[config.mk]
export PLATFORM = sky130hd
export DESIGN_NAME = lzssd_out_buf
export DESIGN_NICKNAME = d
export VERILOG_FILES = /design/src/rtl/core/lzssd_pkg.sv /design/src/rtl/core/lzssd_out_buf.sv
export SDC_FILE = /design/constraint.sdc
export NUM_CORES = 1
export LEC_CHECK = 0
export ABC_CLOCK_PERIOD_IN_PS = 2000
export BUFFER_PORTS_ARGS = -buffer_cell sky130_fd_sc_hd__buf_2
export CORE_AREA = 10 10 47 49
export CTS_CLUSTER_DIAMETER = 40
export DETAILED_ROUTE_END_ITERATION = 6
export DIE_AREA = 0 0 57 59
export PLACE_DENSITY_LB_ADDON = 0.1
export SYNTH_ARGS = -nofsm -noshare
export SYNTH_HDL_FRONTEND = slang
export SYNTH_SLANG_ARGS = --single-unit
export TNS_END_PERCENT = 5
[constraint.sdc]
create_clock -name clk -period 2 [get_ports clk]
set_input_delay 0.1 -clock clk [delete_from_list [all_inputs] [get_ports clk]]
set_output_delay 0.1 -clock clk [all_outputs]
set_load 0.02 [all_outputs]
[src/rtl/core/lzssd_pkg.sv]
// ----------------------------------------------------------------------------
// lzssd_pkg
// Shared types and constants of the LZSS bit-stream decompressor.
// ----------------------------------------------------------------------------
`default_nettype none

package lzssd_pkg;

    localparam int OFFSET_BITS = 11;
    localparam int LENGTH_BITS = 4;

    localparam int ADDR_W    = OFFSET_BITS;
    localparam int WIN_DEPTH = 1 << ADDR_W;
    localparam int LOOK_SIZE = (1 << LENGTH_BITS) + 1;
    localparam int FILL_W    = ADDR_W + 1;
    localparam int FIELD_W   = ADDR_W;
    localparam int FCNT_W    = $clog2(ADDR_W + 1);
    localparam int REM_W     = LENGTH_BITS + 1;

    localparam logic [ADDR_W-1:0] START_ADDR = ADDR_W'(WIN_DEPTH - LOOK_SIZE);
    localparam logic [FILL_W-1:0] FILL_FULL  = FILL_W'(WIN_DEPTH);
    localparam logic [7:0]        SPACE_CHAR = 8'h20;

    typedef struct packed {
        logic [7:0] compressed_byte;
        logic       last_byte;
    } in_item_t;

    typedef struct packed {
        logic [7:0] out_byte;
        logic       last_of_run;
    } out_item_t;

    typedef struct packed {
        logic              wr_en;
        logic [7:0]        wr_data;
        logic [ADDR_W-1:0] rd_addr;
        logic              restart;
    } win_ctrl_t;

    typedef struct packed {
        logic       push;
        logic [7:0] push_byte;
        logic       flush;
    } ob_ctrl_t;

endpackage

`default_nettype wire

[src/rtl/core/lzssd_out_buf.sv]
// ----------------------------------------------------------------------------
// lzssd_out_buf
// One-byte holding stage ahead of the output register: a byte is held until
// the next one arrives or the item ends, so its end-of-run mark is known.
// ----------------------------------------------------------------------------
`default_nettype none

module lzssd_out_buf (
    input  logic                 clk,
    input  logic                 rst_n,
    input  lzssd_pkg::ob_ctrl_t  ctrl,
    output logic                 room,
    output logic                 result_valid,
    input  logic                 result_stall,
    output lzssd_pkg::out_item_t result
);
    import lzssd_pkg::*;

    logic       pend_valid_reg, pend_valid_next;
    logic [7:0] pend_byte_reg;
    logic       out_valid_reg, out_valid_next;
    out_item_t  out_reg, out_next;
    logic       out_free;
    logic       out_load;

    assign out_free = !out_valid_reg || !result_stall;
    assign room     = !pend_valid_reg || out_free;
    assign out_load = pend_valid_reg && out_free && (ctrl.push || ctrl.flush);

    always_comb
    begin
        pend_valid_next = pend_valid_reg;
        out_valid_next  = out_valid_reg;
        out_next        = out_reg;
        if (out_load)
        begin
            out_valid_next       = 1'b1;
            out_next.out_byte    = pend_byte_reg;
            out_next.last_of_run = ctrl.flush;
        end
        else if (!result_stall)
            out_valid_next = 1'b0;
        if (ctrl.push && room)
            pend_valid_next = 1'b1;
        else if (ctrl.flush && out_free)
            pend_valid_next = 1'b0;
    end

    always_ff @(posedge clk)
    begin
        if (ctrl.push && room)
            pend_byte_reg <= ctrl.push_byte;
        out_reg <= out_next;
    end

    always_ff @(posedge clk or negedge rst_n)
    begin
        if (!rst_n)
        begin
            pend_valid_reg <= 1'b0;
            out_valid_reg  <= 1'b0;
        end
        else
        begin
            pend_valid_reg <= pend_valid_next;
            out_valid_reg  <= out_valid_next;
        end
    end

    assign result_valid = out_valid_reg;
    assign result       = out_reg;

    a_no_push_flush: assert property (@(posedge clk) disable iff (!rst_n)
        !(ctrl.push && ctrl.flush))
        else $error("push and flush requested together");

    a_flush_empties: assert property (@(posedge clk) disable iff (!rst_n)
        ctrl.flush && out_free |=> !pend_valid_reg)
        else $error("flush left a byte in the holding stage");

    a_push_holds: assert property (@(posedge clk) disable iff (!rst_n)
        ctrl.push && room |=> pend_valid_reg)
        else $error("pushed byte not held");

endmodule

`default_nettype wire

==> flow_summary.yaml <==
global_route:
  grt_pass1_wl_mm: 1.835
  grt_max_degree: 11
  gr-total-overflow: 0
  grt_antenna_before_repair: 0
  gr-usage-all-layers_pct: 6.802
  grt_pass1_vias: 404
run:
  maxCapViolCount: 0
finish:
  nFillCells: 114
  final_common_cell: "buf_2"
  antenna_cells: 0
  largest_reg_flops: 9
  drive_gt1_share_pct: 41.54
  layout_common_cells: "23 x buf_2, 17 x edfxtp_1, 9 x dlygate4sd3_1"
  area_growth_pct: 42.95
  final_nets: 79
synth:
  syn_inst: 28
  synth.distinct_cells: 10
  ys_seq_elements: 19
  ys_seq_area_share_pct: 92.95
  synthesis.nets: 41
  syn_area_sq_um: 603.1
  synth_warnings: 0
  syn_area_per_cell_sq_um: 21.54
critical_path:
  rrSetupSlack_ps: 800
  reg2reg_to: "pend_byte_reg[3]"
  start_kind: "flip-flop"
  crit_arrival_ps: 1160
  cp.required_ps: 1950
  critical_path_class: "flip-flop to flip-flop"
  timing.rr.start: "result_valid"
  max_stage_delay_ps: 430
  critPathCapture: "pend_byte_reg[3]"
  worst-r2r-cell-count: 2
  endpoint_kind: "flip-flop"
  cp-startpoint: "result_valid"
  crit_chain: "nand3_1, and2_1"
  critical-path-slowest-cell: "dfrtp_1"
  crit_fanout: 8
timing:
  slew_headroom_pct: 76.56
  layout_worst_path_cycle_share_pct: 60.25
  tightest_slew_ps: 351.7
  finalSetupTns_ps: 0
  hold_violations: 0
  drv_slew: 0
  holdWs_ps: 27.94
  rsz0062_at_grt: "no"
  fin_crit_ps: 1205
  max_freq_mhz: 829.9
  setup_viol: 0
  fin_skew_ps: 4.958
clock_network:
  cts_tree: "yes"
  cts.path.max_buffers: 2
  h-tree-depth: 1
  post_cts_resized: 0
  cts_sinks: 19
  cts.clk_slew.worst_paths_ps: 90
  cts-root-buf: "clkbuf_4"
  cts_inserted_buffers: 3
  worstSkewPairLatency_ps: 280
pwr:
  ir_worst_vdd_uv: 468.0
  p_per_area_mw_per_mm2: 885.9
  power_leakage_nw: 0.3514
place:
  port_buffers: 23
  place.gp.congestion: 0.6565
worst_hold_path:
  hold_class: "primary input to flip-flop"
detailed_routing:
  via_count: 366
  drc: 0
  drt_first_pass_iters: 4
  postRouteAntennaNets: 0
  routed_wl_mm: 1.139
  avgViaCountPerCell: 4.519
  drt_iter0_drc: 5
  wl_per_cell_microns: 14.06
die:
  dieArea_sq_mm: 0.003363
  rows: 14
  dieWidth_microns: 57
  core_sq_mm: 0.001401
  die_h_microns: 59
  initial_utilization_pct: 43.04
  top_level_ports: 24
status:
  outcome: "finished, final reports clean"
-- metrics by stage --
step	cell area [sq um]	total power [mW]	worst slack (ps)	utilization [%]	std cells
global placement	745.7	0.5768	869.1	53.21	68
floorplan	603.1	0.5379	613.6	-	28
detailed placement	745.7	0.5831	817.9	53.21	68
finish	862.1	0.7637	795.0	61.52	81
CTS	862.1	0.7695	802.9	61.52	81
global route	862.1	0.8007	725.2	61.52	81
-- worst min-delay path by stage --
stage             from              to  depth (start not counted)
5_1_grt        ctrl[0]       result[0]                          1
2_1_floorplan    rst_n  pend_valid_reg                          0
4_1_cts        ctrl[0]       result[0]                          1
3_3_place_gp     rst_n  pend_valid_reg                          1
6_report       ctrl[0]  pend_valid_reg                          2
3_5_place_dp     rst_n    result_valid                          1
-- per-layer routing --
layer  up-vias  track usage (%)  wire, microns  share of wire, %
met5         -                0              0                 0
li1        179                -              -                 -
met3         0            3.863            129                11
met2        18            12.09            581                51
met1       169            6.944            428                38
met4         0            1.007              0                 0
-- timing repair --
item	4_1_cts	5_1_grt
hold buffers	9	0
buffers inserted	0	0
hold endpoints to repair	10	0
setup endpoints to repair	0	0
-- power breakdown --
group / internal, mW / switching (mW)
Combinational: 0.0412 / 0.0611
Sequential: 0.473 / 0.0105
Clock: 0.0772 / 0.101
Total: 0.592 / 0.172
-- critical path: cells and delay by family, from the launching register on --
family           cells  cell delay (ps)
flip-flops           1              430
AND/OR/NAND/NOR      2              460
-- synth_stat cells (all sizes together) --
cell / count / area [sq um]
and2: 1 / 6.260
nand2: 2 / 7.510
nand3: 1 / 5.000
inv: 1 / 3.750
o21ai: 1 / 5.000
a21oi: 1 / 5.000
edfxtp: 17 / 510.5
dfrtp: 2 / 50.05
a31oi: 1 / 6.260
nor2: 1 / 3.750
-- layout make-up --
type / instances / area [sq um] / share of cell area [%]
tap: 16 / 20.02 / 2.322
multi-input combinational: 8 / 38.79 / 4.499
clock buffer: 4 / 26.28 / 3.048
sequential: 19 / 560.5 / 65.02
timing repair buffer: 33 / 212.7 / 24.67
inverter: 1 / 3.754 / 0.4354
-- kinds of logic (layout without fill, tap and decap cells) --
kind of cell           count (synthesis)  count (layout)  share of synthesized area, %
flip-flops                            19              19                         92.95
AND/OR/NAND/NOR                        5               5                         3.734
AO/OA/AOI/OAI                          3               3                         2.696
buffers and inverters                  1              38                        0.6218
Note: power is estimated with default switching activity, not from simulation.
